### config.mk
export PLATFORM = sky130hd
export DESIGN_NAME = divisor_and_prime_factor_lister
export DESIGN_NICKNAME = d
export VERILOG_FILES = /design/src/hw/rtl/dpl_pkg.sv /design/src/hw/rtl/divisor_and_prime_factor_lister.sv /design/src/hw/rtl/dpl_mod.sv
export SDC_FILE = /design/constraint.sdc
export NUM_CORES = 1
export LEC_CHECK = 0
export ABC_AREA = 1
export BUFFER_PORTS_ARGS = -buffer_cell sky130_fd_sc_hd__buf_4
export CORE_MARGIN = 3
export CORE_UTILIZATION = 35
export CTS_CLUSTER_SIZE = 20
export DETAILED_ROUTE_END_ITERATION = 8
export PLACE_DENSITY = 0.56
export SLEW_MARGIN = 20
export SYNTH_ARGS = -nofsm -noshare
export SYNTH_HDL_FRONTEND = slang
export SYNTH_HIERARCHICAL = 1
export SYNTH_SLANG_ARGS = --single-unit
### constraint.sdc
create_clock -name clk_i -period 7 [get_ports clk_i]
set_input_delay 2.1 -clock clk_i [delete_from_list [all_inputs] [get_ports clk_i]]
set_output_delay 2.1 -clock clk_i [all_outputs]
set_load 0.01 [all_outputs]
### src/hw/rtl/dpl_pkg.sv
// dpl_pkg: control word types, step addresses and the microcode rom of the divisor lister
// depends on nothing; used by divisor_and_prime_factor_lister
package dpl_pkg;

  localparam int unsigned STEP_W    = 5;
  localparam int unsigned CFG_IDX_W = 2;

  localparam logic [CFG_IDX_W-1:0] CFG_LIST_ALL   = 2'd0;
  localparam logic [CFG_IDX_W-1:0] CFG_LIST_PRIME = 2'd1;

  typedef enum logic [1:0] {
    W_NONE,
    W_IN,
    W_MOD,
    W_OUT
  } wait_e;

  typedef enum logic [3:0] {
    J_NEVER,
    J_ALWAYS,
    J_N_ZERO,
    J_ALL_OFF,
    J_PRIME_SKIP,
    J_REM_NZ,
    J_REM_Z,
    J_I_EQ_N,
    J_D_EQ_I
  } jcond_e;

  typedef enum logic [3:0] {
    OP_NONE,
    OP_LOAD,
    OP_I_INC,
    OP_I_TWO,
    OP_D_TWO,
    OP_D_INC,
    OP_MOD_NI,
    OP_MOD_ID,
    OP_EMIT_ALL,
    OP_EMIT_PRIME,
    OP_FIN
  } op_e;

  typedef struct packed {
    wait_e             wt;
    jcond_e            jc;
    logic [STEP_W-1:0] tgt;
    op_e               op;
  } ctl_t;

  // step addresses
  localparam logic [STEP_W-1:0] ST_IDLE  = 5'd0;
  localparam logic [STEP_W-1:0] ST_CHKN  = 5'd1;
  localparam logic [STEP_W-1:0] ST_CHKA  = 5'd2;
  localparam logic [STEP_W-1:0] ST_AMOD  = 5'd3;
  localparam logic [STEP_W-1:0] ST_AWAIT = 5'd4;
  localparam logic [STEP_W-1:0] ST_AEMIT = 5'd5;
  localparam logic [STEP_W-1:0] ST_ANEXT = 5'd6;
  localparam logic [STEP_W-1:0] ST_AINC  = 5'd7;
  localparam logic [STEP_W-1:0] ST_PINIT = 5'd8;
  localparam logic [STEP_W-1:0] ST_PI2   = 5'd9;
  localparam logic [STEP_W-1:0] ST_PMOD  = 5'd10;
  localparam logic [STEP_W-1:0] ST_PWAIT = 5'd11;
  localparam logic [STEP_W-1:0] ST_PD2   = 5'd12;
  localparam logic [STEP_W-1:0] ST_DCHK  = 5'd13;
  localparam logic [STEP_W-1:0] ST_DMOD  = 5'd14;
  localparam logic [STEP_W-1:0] ST_DWAIT = 5'd15;
  localparam logic [STEP_W-1:0] ST_DINC  = 5'd16;
  localparam logic [STEP_W-1:0] ST_PEMIT = 5'd17;
  localparam logic [STEP_W-1:0] ST_PNEXT = 5'd18;
  localparam logic [STEP_W-1:0] ST_PINC  = 5'd19;
  localparam logic [STEP_W-1:0] ST_FIN   = 5'd20;

  // microcode rom: wait condition, jump condition, jump target, datapath op
  function automatic ctl_t ucode(input logic [STEP_W-1:0] step);
    ctl_t c;
    unique case (step)
      ST_IDLE:  c = '{wt: W_IN,   jc: J_NEVER,      tgt: ST_IDLE,  op: OP_LOAD};
      ST_CHKN:  c = '{wt: W_NONE, jc: J_N_ZERO,     tgt: ST_IDLE,  op: OP_NONE};
      ST_CHKA:  c = '{wt: W_NONE, jc: J_ALL_OFF,    tgt: ST_PINIT, op: OP_NONE};
      ST_AMOD:  c = '{wt: W_NONE, jc: J_NEVER,      tgt: ST_IDLE,  op: OP_MOD_NI};
      ST_AWAIT: c = '{wt: W_MOD,  jc: J_REM_NZ,     tgt: ST_ANEXT, op: OP_NONE};
      ST_AEMIT: c = '{wt: W_OUT,  jc: J_NEVER,      tgt: ST_IDLE,  op: OP_EMIT_ALL};
      ST_ANEXT: c = '{wt: W_NONE, jc: J_I_EQ_N,     tgt: ST_PINIT, op: OP_NONE};
      ST_AINC:  c = '{wt: W_NONE, jc: J_ALWAYS,     tgt: ST_AMOD,  op: OP_I_INC};
      ST_PINIT: c = '{wt: W_NONE, jc: J_PRIME_SKIP, tgt: ST_FIN,   op: OP_NONE};
      ST_PI2:   c = '{wt: W_NONE, jc: J_NEVER,      tgt: ST_IDLE,  op: OP_I_TWO};
      ST_PMOD:  c = '{wt: W_NONE, jc: J_NEVER,      tgt: ST_IDLE,  op: OP_MOD_NI};
      ST_PWAIT: c = '{wt: W_MOD,  jc: J_REM_NZ,     tgt: ST_PNEXT, op: OP_NONE};
      ST_PD2:   c = '{wt: W_NONE, jc: J_NEVER,      tgt: ST_IDLE,  op: OP_D_TWO};
      ST_DCHK:  c = '{wt: W_NONE, jc: J_D_EQ_I,     tgt: ST_PEMIT, op: OP_NONE};
      ST_DMOD:  c = '{wt: W_NONE, jc: J_NEVER,      tgt: ST_IDLE,  op: OP_MOD_ID};
      ST_DWAIT: c = '{wt: W_MOD,  jc: J_REM_Z,      tgt: ST_PNEXT, op: OP_NONE};
      ST_DINC:  c = '{wt: W_NONE, jc: J_ALWAYS,     tgt: ST_DCHK,  op: OP_D_INC};
      ST_PEMIT: c = '{wt: W_OUT,  jc: J_NEVER,      tgt: ST_IDLE,  op: OP_EMIT_PRIME};
      ST_PNEXT: c = '{wt: W_NONE, jc: J_I_EQ_N,     tgt: ST_FIN,   op: OP_NONE};
      ST_PINC:  c = '{wt: W_NONE, jc: J_ALWAYS,     tgt: ST_PMOD,  op: OP_I_INC};
      ST_FIN:   c = '{wt: W_OUT,  jc: J_ALWAYS,     tgt: ST_IDLE,  op: OP_FIN};
      default:  c = '{wt: W_NONE, jc: J_ALWAYS,     tgt: ST_IDLE,  op: OP_NONE};
    endcase
    return c;
  endfunction

endpackage

### src/hw/rtl/divisor_and_prime_factor_lister.sv
// divisor_and_prime_factor_lister: top level, microcode sequencer and result registers
// depends on dpl_pkg and dpl_mod
//
// Takes one number n per item and lists, by trial division, first every divisor of n
// in ascending order (kind 0, when the CFG_LIST_ALL bit is set) and then every prime divisor
// in ascending order (kind 1, when the CFG_LIST_PRIME bit is set); the final result of an
// item has last set, and n = 0 gives no result. Input stall stays high from the item's
// acceptance until its run ends. All work goes through one serial remainder unit, one trial
// at a time, with sequencer steps around each trial: the divisor list tries every i from 1
// to n, and the prime list tries every i from 2 to n and tests each divisor it finds for
// primality by trial division from 2, a composite divisor adding only the trials up to its
// smallest factor. Results leave through one output register that is refilled while the
// sequencer keeps searching.
module divisor_and_prime_factor_lister #(
  parameter int unsigned VALUE_WIDTH = 12
) (
  input  logic                            clk_i,
  input  logic                            rst_ni,
  input  logic                            cfg_we_i,
  input  logic [dpl_pkg::CFG_IDX_W-1:0]   cfg_idx_i,
  input  logic                            cfg_data_i,
  input  logic                            in_valid_i,
  output logic                            in_stall_o,
  input  logic [VALUE_WIDTH-1:0]          number_i,
  output logic                            out_valid_o,
  input  logic                            out_stall_i,
  output logic [VALUE_WIDTH-1:0]          divisor_o,
  output logic                            kind_o,
  output logic                            last_o
);

  import dpl_pkg::*;

  logic                   all_en_q;
  logic                   prime_en_q;
  logic [STEP_W-1:0]      step_q;
  logic [STEP_W-1:0]      step_d;
  logic [VALUE_WIDTH-1:0] n_q;
  logic [VALUE_WIDTH-1:0] i_q;
  logic [VALUE_WIDTH-1:0] d_q;
  logic                   pend_valid_q;
  logic [VALUE_WIDTH-1:0] pend_div_q;
  logic                   pend_kind_q;
  logic                   out_valid_q;
  logic [VALUE_WIDTH-1:0] out_div_q;
  logic                   out_kind_q;
  logic                   out_last_q;

  ctl_t                   cw;
  logic                   wait_ok;
  logic                   jump;
  logic                   out_free;
  logic                   do_emit;
  logic                   push;
  logic                   mod_start;
  logic                   mod_busy;
  logic [VALUE_WIDTH-1:0] mod_a;
  logic [VALUE_WIDTH-1:0] mod_b;
  logic [VALUE_WIDTH-1:0] rem;

  dpl_mod #(
    .VALUE_WIDTH(VALUE_WIDTH)
  ) u_mod (
    .clk_i      (clk_i),
    .rst_ni     (rst_ni),
    .start_i    (mod_start),
    .dividend_i (mod_a),
    .divisor_i  (mod_b),
    .busy_o     (mod_busy),
    .rem_o      (rem)
  );

  assign out_free = !out_valid_q || !out_stall_i;

  always_comb begin
    cw = ucode(step_q);

    unique case (cw.wt)
      W_NONE:  wait_ok = 1'b1;
      W_IN:    wait_ok = in_valid_i;
      W_MOD:   wait_ok = !mod_busy;
      W_OUT:   wait_ok = out_free;
      default: wait_ok = 1'b0;
    endcase

    unique case (cw.jc)
      J_NEVER:      jump = 1'b0;
      J_ALWAYS:     jump = 1'b1;
      J_N_ZERO:     jump = (n_q == '0);
      J_ALL_OFF:    jump = !all_en_q;
      J_PRIME_SKIP: jump = !prime_en_q || (n_q < VALUE_WIDTH'(2));
      J_REM_NZ:     jump = (rem != '0);
      J_REM_Z:      jump = (rem == '0);
      J_I_EQ_N:     jump = (i_q == n_q);
      J_D_EQ_I:     jump = (d_q == i_q);
      default:      jump = 1'b0;
    endcase

    if (!wait_ok) begin
      step_d = step_q;
    end else if (jump) begin
      step_d = cw.tgt;
    end else begin
      step_d = step_q + STEP_W'(1);
    end

    mod_start = wait_ok && (cw.op == OP_MOD_NI || cw.op == OP_MOD_ID);
    mod_a     = (cw.op == OP_MOD_ID) ? i_q : n_q;
    mod_b     = (cw.op == OP_MOD_ID) ? d_q : i_q;

    // a found divisor waits in the pending slot until the next one, or the end, decides last
    do_emit = wait_ok && (cw.op == OP_EMIT_ALL || cw.op == OP_EMIT_PRIME);
    push    = wait_ok && pend_valid_q
              && (cw.op == OP_EMIT_ALL || cw.op == OP_EMIT_PRIME || cw.op == OP_FIN);
  end

  always_ff @(posedge clk_i or negedge rst_ni) begin
    if (!rst_ni) begin
      all_en_q     <= 1'b1;
      prime_en_q   <= 1'b1;
      step_q       <= ST_IDLE;
      pend_valid_q <= 1'b0;
      out_valid_q  <= 1'b0;
    end else begin
      step_q <= step_d;
      if (cfg_we_i) begin
        unique case (cfg_idx_i)
          CFG_LIST_ALL:   all_en_q   <= cfg_data_i;
          CFG_LIST_PRIME: prime_en_q <= cfg_data_i;
          default: ;
        endcase
      end
      if (do_emit) begin
        pend_valid_q <= 1'b1;
      end else if (wait_ok && cw.op == OP_FIN) begin
        pend_valid_q <= 1'b0;
      end
      if (push) begin
        out_valid_q <= 1'b1;
      end else if (!out_stall_i) begin
        out_valid_q <= 1'b0;
      end
    end
  end

  always_ff @(posedge clk_i) begin
    if (wait_ok) begin
      unique case (cw.op)
        OP_LOAD: begin
          n_q <= number_i;
          i_q <= VALUE_WIDTH'(1);
        end
        OP_I_INC: i_q <= i_q + VALUE_WIDTH'(1);
        OP_I_TWO: i_q <= VALUE_WIDTH'(2);
        OP_D_TWO: d_q <= VALUE_WIDTH'(2);
        OP_D_INC: d_q <= d_q + VALUE_WIDTH'(1);
        OP_EMIT_ALL: begin
          pend_div_q  <= i_q;
          pend_kind_q <= 1'b0;
        end
        OP_EMIT_PRIME: begin
          pend_div_q  <= i_q;
          pend_kind_q <= 1'b1;
        end
        default: ;
      endcase
    end
    if (push) begin
      out_div_q  <= pend_div_q;
      out_kind_q <= pend_kind_q;
      out_last_q <= (cw.op == OP_FIN);
    end
  end

  assign in_stall_o  = (step_q != ST_IDLE);
  assign out_valid_o = out_valid_q;
  assign divisor_o   = out_div_q;
  assign kind_o      = out_kind_q;
  assign last_o      = out_last_q;

endmodule

### src/hw/rtl/dpl_mod.sv
// dpl_mod: serial restoring remainder unit, one quotient bit per cycle
// depends on nothing but its parameter
module dpl_mod #(
  parameter int unsigned VALUE_WIDTH = 12
) (
  input  logic                   clk_i,
  input  logic                   rst_ni,
  input  logic                   start_i,
  input  logic [VALUE_WIDTH-1:0] dividend_i,
  input  logic [VALUE_WIDTH-1:0] divisor_i,
  output logic                   busy_o,
  output logic [VALUE_WIDTH-1:0] rem_o
);

  localparam int unsigned CntW = $clog2(VALUE_WIDTH);

  logic                   busy_q;
  logic [CntW-1:0]        cnt_q;
  logic [VALUE_WIDTH-1:0] a_q;
  logic [VALUE_WIDTH-1:0] b_q;
  logic [VALUE_WIDTH-1:0] r_q;
  logic [VALUE_WIDTH:0]   shifted;
  logic [VALUE_WIDTH:0]   diff;
  logic [VALUE_WIDTH-1:0] r_d;

  always_comb begin
    shifted = {r_q, a_q[VALUE_WIDTH-1]};
    diff    = shifted - {1'b0, b_q};
    // keep the shifted remainder when the subtract borrows
    r_d     = diff[VALUE_WIDTH] ? shifted[VALUE_WIDTH-1:0] : diff[VALUE_WIDTH-1:0];
  end

  always_ff @(posedge clk_i or negedge rst_ni) begin
    if (!rst_ni) begin
      busy_q <= 1'b0;
      cnt_q  <= '0;
    end else if (start_i) begin
      busy_q <= 1'b1;
      cnt_q  <= CntW'(VALUE_WIDTH - 1);
    end else if (busy_q) begin
      if (cnt_q == '0) begin
        busy_q <= 1'b0;
      end else begin
        cnt_q <= cnt_q - CntW'(1);
      end
    end
  end

  always_ff @(posedge clk_i) begin
    if (start_i) begin
      a_q <= dividend_i;
      b_q <= divisor_i;
      r_q <= '0;
    end else if (busy_q) begin
      a_q <= a_q << 1;
      r_q <= r_d;
    end
  end

  assign busy_o = busy_q;
  assign rem_o  = r_q;

endmodule
# After elaboration in Yosys (flattened, before gate mapping)
# Memories as Yosys holds them, arrays and structs flattened.
# Cells that the tools add are included.
[totals]
n_memories = 1
regBits = 113
out_inout_bits = 16
rom_bits = 480
input_bits = 20
[op_classes]
order_cmp = 1
n_addsub = 5
mux = 21
reduce_logical = 36
n_eq_ne = 26
[mem_list]
columns = ["memory", "depth", "width", "rd", "rd_clocked_by_memory_dff", "wr", "line", "source"]
rows = [
  ["(no name shown)", 32, 15, 1, 0, 0, "dpl_pkg.sv:77", "unique case (step)"],
]
[op_table]
columns = ["operator", "count"]
rows = [
  ["2-to-1 mux 12 bit", 5],
  ["case mux 12 bit (3 select lines)", 1],
  ["equality test 4 x 3 -> 1 bit (second input constant)", 8],
  ["adder 12 x 1 -> 12 bit (second input constant)", 2],
  ["equality test 12 bit", 2],
  ["zero test 12 bit", 2],
  ["case mux 12 bit (2 select lines)", 1],
  ["equality test 4 x 2 -> 1 bit (second input constant)", 4],
  ["equality test 4 bit (second input constant)", 4],
  ["AND reduction 2 bit", 8],
  ["subtractor 13 x 12 -> 13 bit", 1],
  ["< comparator 12 x 2 -> 1 bit (second input constant)", 1],
  ["2-to-1 mux 4 bit", 3],
  ["nonzero test 12 bit", 1],
  ["equality test 4 x 1 -> 1 bit (second input constant)", 2],
  ["case mux 1 bit (8 select lines)", 1],
  ["nonzero test 2 bit", 4],
  ["2-to-1 mux 1 bit", 7],
  ["adder 5 x 1 -> 5 bit (second input constant)", 1],
  ["logical AND 1 bit", 5],
  ["zero test 1 bit", 5],
  ["logical OR 1 bit", 5],
  ["2-to-1 mux 5 bit", 1],
  ["nonzero test 5 bit", 1],
  ["other kinds (11)", 14],
]

# Depth between registers and ports, before layout
# Gate-level depths: netlist of the first run.
[depth]
depth_word = 6
mapped_depth = 22
ltp_nobuf = 22

# By module
# The synthesis of the first run kept the hierarchy.
[by_module_without_submodules]
columns = ["mod", "cells_per_inst", "instances", "area_per_inst_um2"]
rows = [
  ["divisor_and_prime_factor_lister", 518, 1, 4375.4],
  ["dpl_mod", 339, 1, 2508.7],
]

# Worst setup path after synthesis of the first run
# Ideal clock, no wire load.
[synth_timing]
path_type = "input to register"
start = "input out_stall_i"
end = "register u_mod.a_q[0] (enable)"
path_stages = 9
t_arrival_ns = 4.181
path_slack_ns = 2.471
n_path_buf = 2
cell_sequence = "nand2_1 > nand2_1 > o211ai_1 > nand2_1 > buf_2 > nor3_1 > clkbuf_1 > nor2_1 > inv_1"
[synth_via]
elab_chain_len = 5
[synth_lines]
columns = ["element", "line", "source"]
rows = [
  ["start, declared", "divisor_and_prime_factor_lister.sv:26", "input logic out_stall_i,"],
  ["zero test 1 bit", "n/a", ""],
  ["logical OR 1 bit", "divisor_and_prime_factor_lister.sv:73", "assign out_free = !out_valid_q || !out_stall_i;"],
  ["case mux 1 bit (4 select lines)", "divisor_and_prime_factor_lister.sv:78", "unique case (cw.wt)"],
  ["logical AND 1 bit", "divisor_and_prime_factor_lister.sv:107", "mod_start = wait_ok && (cw.op == OP_MOD_NI || cw.op == OP_MOD_ID);"],
  ["named net mod_start", "divisor_and_prime_factor_lister.sv:55", "logic mod_start;"],
  ["nonzero test 2 bit (no source line)", "n/a", ""],
  ["end signal, assigned", "dpl_mod.sv:51", "a_q <= dividend_i;"],
  ["end signal, assigned", "dpl_mod.sv:55", "a_q <= a_q << 1;"],
  ["end, declared", "dpl_mod.sv:19", "logic [VALUE_WIDTH-1:0] a_q;"],
]
# The timed path passes the listed nets, and every way through them passes these cells.
# A chain may end at the register's enable or synchronous reset.

# Final worst setup path of the first run
[layout_timing]
start = "input in_valid_i"
end = "register u_mod.a_q[4] (enable)"
[layout_via]
elab_chain_len = 3
[layout_lines]
columns = ["element", "line", "source"]
rows = [
  ["start, declared", "divisor_and_prime_factor_lister.sv:22", "input logic in_valid_i,"],
  ["case mux 1 bit (4 select lines)", "divisor_and_prime_factor_lister.sv:78", ""],
  ["logical AND 1 bit", "divisor_and_prime_factor_lister.sv:107", ""],
  ["named net mod_start", "divisor_and_prime_factor_lister.sv:55", ""],
  ["nonzero test 2 bit (no source line)", "n/a", ""],
]
# The timed path passes the listed nets, and every way through them passes these cells.

==> flow_metrics.env, run 1 <==
export IMPL_critPathCapture="u_mod/a_q[4]$_DFFE_PP_"
export IMPL_ir_worst_vdd_uv=216.7
export IMPL_finalCritPeriodShare_pct=62.32
export IMPL_cts_resized=0
export IMPL_synthTopCellsByCount="nand2_1, inv_1, edfxtp_1, nand3_1, nor2_1"
export IMPL_reg2reg_from="step_q[0]$_DFFE_PN0P_"
export IMPL_slew_headroom_pct=32.34
export IMPL_cts_sinks=113
export IMPL_cp_depth=7
export IMPL_insertion_delay_ns=0.42
export IMPL_synth_area_leader_cell="edfxtp_1"
export IMPL_crit_required_ns=7.05
export IMPL_rsz0062_at_grt="no"
export IMPL_die_area_um2=21390
export IMPL_yosysTopAreaCellShare_pct=37.95
export IMPL_clk_pin_slew_ns=0.05
export IMPL_max_freq_mhz=229.2
export IMPL_powerDensity_nw_per_um2=533.7
export IMPL_grt_pass1_vias=5205
export IMPL_period_needed_ns=4.363
export IMPL_setup_slack_ns=2.637
export IMPL_path_cells="buf_4 > or3b_2 > nand2_1 > nor3_2 > buf_4 > nor2_1 > inv_1"
export IMPL_start_util_pct=36.20
export IMPL_synth_edf_count=87
export IMPL_postSynthAreaPerCell_um2=8.033
export IMPL_drt_iter0_markers=412
export IMPL_r2r_end="u_mod/a_q[4]$_DFFE_PP_"
export IMPL_overflow=0
export IMPL_drc_errors=0
export IMPL_startpoint_type="input pin"
export IMPL_cts_setup_buffers=0
export IMPL_dr_total_vias=5465
export IMPL_path_delay_family="simple AND/OR/NAND/NOR gates"
export IMPL_drtPass1Iterations=5
export IMPL_dp_slack_ns=2.154
export IMPL_setup_tns_ns=0
export IMPL_grt_total_usage_pct=15.25
export IMPL_cts_tree="built"
export IMPL_die_h_um=146.2
export IMPL_cts_buffer_depth=2
export IMPL_dpl_hpwl_um=12060
export IMPL_hold_class="reg -> reg"
export IMPL_cp_arrival_ns=4.41
export IMPL_synth_cells=857
export IMPL_post_dp_cell_area_um2=7390
export IMPL_synth_area_leaders="edfxtp_1, nand2_1, inv_1, nand3_1, ha_1"
export IMPL_report_final_slew_viol_count=0
export IMPL_synth_cell_type_count=46
export IMPL_crit_start="in_valid_i"
export IMPL_rows=50
export IMPL_die_x_um=146.2
export IMPL_critPathKind="in -> reg"
export IMPL_synthFlopType="edfxtp_1"
export IMPL_syn_nets=903
export IMPL_cpPeakStageDelay_ns=0.61
export IMPL_cts_htree_levels=4
export IMPL_core_um2=19020
export IMPL_async_flop_share_pct=12.39
export IMPL_cts_buffers=17
export IMPL_io_pin_count=36
export IMPL_status="finished clean"
export IMPL_r2r_slack_ns=2.91
export IMPL_path_max_fanout=30
export IMPL_antenna_found_initial=0
export IMPL_grt_max_degree=49
export IMPL_via_per_inst=4.671
export IMPL_finalSetupViolCount=0
export IMPL_crit_slowest_cell="nor2_1"
export IMPL_path_buf_inv=3
export IMPL_n_antenna_cell=0
export IMPL_hold_start="pend_div_q[9]$_DFFE_PP_"
export IMPL_end_kind="flip-flop"
export IMPL_max_cap_viol_count=0
export IMPL_area_growth_syn_to_layout_pct=15.74
export IMPL_worstRegToRegCells=14
export IMPL_synth_seq_cells=113
export IMPL_cts_root_buf="clkbuf_16"
export IMPL_routed_wl_um=15710
export IMPL_yosys_warnings=6
export IMPL_gp_congestion=0.8732
export IMPL_max_slew_worst_pin_slew_ns=1.011
export IMPL_crit_top_cell="buf_4"
export IMPL_layout_drive_gt1_share_pct=12.53
export IMPL_finish_instance_area_um2=7968
export IMPL_p_leak_nw=3.618
export IMPL_synthesis_area_um2=6884
export IMPL_hold_viol=0
export IMPL_finalClockSkew_ns=0.01469
export IMPL_antenna_left=0
export IMPL_hold_buffers=0
export IMPL_wl_per_cell_um=13.43
export IMPL_yosysMostFrequentCell="nand2_1"
export IMPL_portBuffers=35
export IMPL_nNetsFinal=943
export IMPL_grt_pass1_wl_um=26240
export IMPL_seq_area_frac_synth_pct=46.56
kinds of logic after synthesis:
family          count (synthesis)  share of synthesized area, %
xor+xnor                       14                         1.781
fa+ha+maj                      26                         4.835
compound gates                 81                         6.834
flops                         113                         46.56
buf+inv                       152                         9.179
simple gates                  471                         30.81
report_power, final:
group	switching, mW	total [mW]	internal (mW)	leakage, nW
clock network	0.291	0.844	0.553	0.279
registers	0.251	1.37	1.11	1.08
logic	1.36	2.04	0.683	2.26
total	1.90	4.25	2.35	3.62
worst min-delay path by stage:
stage                                        end  depth (start not counted)
after floorplan           divisor_o[0]$_DFFE_PP_                          0
after global placement    divisor_o[7]$_DFFE_PP_                          0
after detailed placement  divisor_o[9]$_DFFE_PP_                          0
after CTS                 divisor_o[9]$_DFFE_PP_                          0
after global routing      divisor_o[5]$_DFFE_PP_                          0
final                     divisor_o[9]$_DFFE_PP_                          0
through the flow:
stage | util, % | hold slack [ns] | std cells | power [mW]
final | 41.89 | 0.4160 | 1170 | 4.252
after CTS | 41.89 | 0.4200 | 1170 | 4.282
after floorplan | - | 0.4003 | 857 | 2.898
after global placement | 38.84 | 0.4051 | 1138 | 3.404
after detailed placement | 38.86 | 0.4045 | 1138 | 3.414
after global routing | 41.89 | 0.4257 | 1170 | 4.658
placed cells by master (no fill, tap or decap), types with 7 or more instances in the layout:
master / synthesis / layout
nor3b_1: 7 / 7
nor2_1: 58 / 56
dfxtp_1: 12 / 12
nand3_1: 68 / 68
a21oi_1: 24 / 24
inv_1: 127 / 127
edfxtp_1: 87 / 87
nand2_1: 272 / 272
nor3_1: 13 / 12
clkbuf_16: 0 / 17
buf_4: 0 / 40
dfrtp_1: 12 / 12
ha_1: 25 / 25
xor2_1: 11 / 11
nand2_2: 10 / 10
o21ai_0: 31 / 31
nor4_1: 7 / 7
nand4_1: 9 / 9
registers in the layout, summed over array words and instances, names as in the netlist, 4 cells and up:
register and count:
u_mod/a_q 12, n_q 12, d_q 12, pend_div_q 12
i_q 12, step_q 5, u_mod/rem_o 12, u_mod/b_q 12
u_mod/cnt_q 4, divisor_o 12
metal layers:
layer / part of all wire, % / up-vias / wire length [um] / global-route usage (%)
met4: 1.1 / 0 / 176 / 4.421
met3: 4.3 / 15 / 676 / 3.290
met2: 47 / 121 / 7337 / 24.68
met5: 0 / - / 0 / 0
met1: 48 / 2458 / 7523 / 20.68
li1: - / 2871 / - / -
final cells by class:
class	instances	area, um^2
clock buffers	20	436.7
clock inverters	12	141.4
fillers	1980	11050
inverters	133	501.7
multi-input cells	592	3057
flip-flops and latches	113	3206
well taps	260	325.3
repair buffers	40	300.3
Note: power is estimated with default switching activity, not from simulation.
==> inputs of run 2 (changes only) <==
- clock period: 7 -> 4.5 ns (I/O delays scaled with it)
==> run 2 against run 1 <==
Against the previous run:
- design area increased by 0.41%
- combinational power up 57%
- wire length is 0.79% higher
- final cell count rose by 0.34%
- die area did not move
- clock power increased by 56%
- sequential cell count did not move
- sequential power up 55%
- highest routed layer unchanged
==> flow_metrics.env, run 2 (synthesis gave the netlist of run 1 again) <==
export IMPL_insertion_delay_ns=0.42
export IMPL_nNetsFinal=947
export IMPL_finalCritPeriodShare_pct=75.95
export IMPL_rows=50
export IMPL_clk_pin_slew_ns=0.05
export IMPL_wl_per_cell_um=13.49
export IMPL_finalClockSkew_ns=0.01065
export IMPL_portBuffers=35
export IMPL_rsz0062_at_grt="no"
export IMPL_area_growth_syn_to_layout_pct=16.21
export IMPL_hold_class="reg -> reg"
export IMPL_multi_input_area_um2=3054
export IMPL_routed_wl_um=15840
export IMPL_fill_cells=1950
export IMPL_powerDensity_nw_per_um2=830.4
export IMPL_cts_htree_levels=4
export IMPL_status="finished clean"
export IMPL_p_leak_nw=3.653
export IMPL_max_slew_worst_pin_slew_ns=0.6071
export IMPL_grt_met2_usage_pct=25.21
export IMPL_grt_max_degree=49
export IMPL_slew_headroom_pct=59.34
export IMPL_cp_arrival_ns=3.77
export IMPL_io_pin_count=36
export IMPL_dpl_hpwl_um=12030
export IMPL_max_freq_mhz=292.6
export IMPL_finalSetupViolCount=0
export IMPL_cts_setup_buffers=0
export IMPL_die_area_um2=21390
export IMPL_cts_buffers=17
export IMPL_antenna_found_initial=0
export IMPL_cts_tree="built"
export IMPL_drc_errors=0
export IMPL_dr_total_vias=5440
export IMPL_register_area_um2=3206
export IMPL_cts_resized=0
export IMPL_period_needed_ns=3.418
export IMPL_hold_buffers=0
export IMPL_grt_pass1_wl_um=26740
export IMPL_cts_sinks=113
export IMPL_top_usage_layer="met2"
export IMPL_n_antenna_cell=0
export IMPL_cts_buffer_depth=2
export IMPL_overflow=0
export IMPL_antenna_left=0
export IMPL_die_x_um=146.2
export IMPL_ir_worst_vdd_uv=285.8
export IMPL_crit_required_ns=4.85
export IMPL_start_util_pct=36.20
export IMPL_startpoint_type="flip-flop"
export IMPL_die_h_um=146.2
export IMPL_critPathKind="reg -> reg"
export IMPL_via_per_inst=4.634
export IMPL_path_max_fanout=29
export IMPL_max_cap_viol_count=0
export IMPL_grtUsageMet1_pct=20.67
export IMPL_report_final_slew_viol_count=0
export IMPL_drt_iter0_markers=333
export IMPL_hold_viol=0
export IMPL_end_kind="flip-flop"
export IMPL_setup_slack_ns=1.082
export IMPL_setup_tns_ns=0
export IMPL_layout_commonest_cell="nand2_1"
export IMPL_cts_root_buf="clkbuf_16"
export IMPL_drtPass1Iterations=5
export IMPL_final_cell_mix="nand2_1, inv_1, edfxtp_1"
export IMPL_grt_total_usage_pct=15.55
export IMPL_gp_congestion=0.8948
export IMPL_core_um2=19020
export IMPL_grt_use_met3_pct=3.786
export IMPL_grt_pass1_vias=5340
export IMPL_dp_slack_ns=1.098
export IMPL_layout_drive_gt1_share_pct=13.13
==> run 2: final cells by class <==
| type | instances | area share, % |
|---|---|---|
| clock buffer | 21 | 6.037 |
| clock inverter | 11 | 1.251 |
| inverter | 133 | 6.272 |
| multi-input combinational | 592 | 38.18 |
| sequential | 113 | 40.07 |
| tap | 260 | 4.066 |
| timing repair buffer | 44 | 4.129 |
==> run 2: final timing paths <==
path,startpoint,end,slack (ns),cells past startpoint
worst max-delay path,step_q[1]$_DFFE_PN0P_,u_mod/cnt_q[2]$_DFFE_PN0P_,1.08,17
worst min-delay path,pend_div_q[11]$_DFFE_PP_,divisor_o[11]$_DFFE_PP_,0.42,0
worst max register to register,step_q[1]$_DFFE_PN0P_,u_mod/cnt_q[2]$_DFFE_PN0P_,1.08,17
worst min register to register,pend_div_q[11]$_DFFE_PP_,divisor_o[11]$_DFFE_PP_,0.42,0
max in group asynchronous,rst_ni,prime_en_q$_DFFE_PN1P_,3.46,1
min in group asynchronous,rst_ni,step_q[2]$_DFFE_PN0P_,0.79,1
==> run 2: power breakdown <==
group	internal (mW)	leakage, nW	switching, mW
logic	1.09	2.29	2.12
clock network	0.826	0.292	0.492
registers	1.73	1.08	0.386
total	3.65	3.65	3.00
==> run 2: metrics by stage <==
stage | utilization [%] | power [mW] | instance area [um^2] | hold slack (ns) | cells
2_1_floorplan | - | 4.509 | 6884 | 0.4003 | 857
3_3_place_gp | 39.00 | 5.344 | 7417 | 0.4067 | 1142
3_5_place_dp | 39.00 | 5.334 | 7417 | 0.4045 | 1142
4_1_cts | 42.07 | 6.684 | 8000 | 0.4172 | 1174
5_1_grt | 42.07 | 7.257 | 8000 | 0.4279 | 1174
6_report | 42.07 | 6.644 | 8000 | 0.4166 | 1174
==> run 2: metal layers <==
metal | part of all wire [%] | wire length (um)
met1 | 49 | 7701
met2 | 47 | 7428
met3 | 3.2 | 512
met4 | 1.2 | 196
met5 | 0 | 0
==> run 2: worst max-delay path, stage by stage, from the launching register on <==
cell and delay, ns:
dfrtp_1 0.50, inv_1 0.14, ha_1 0.23, nor2_1 0.13, a21oi_1 0.05, nand3_1 0.12, inv_1 0.05, a31oi_1 0.26
nand2_1 0.14, o211ai_1 0.19, nand2_1 0.33, nor3_2 0.24, buf_4 0.35, nor2_1 0.12, inv_1 0.13, nand2_1 0.09
a21oi_1 0.14, o21a_1 0.13
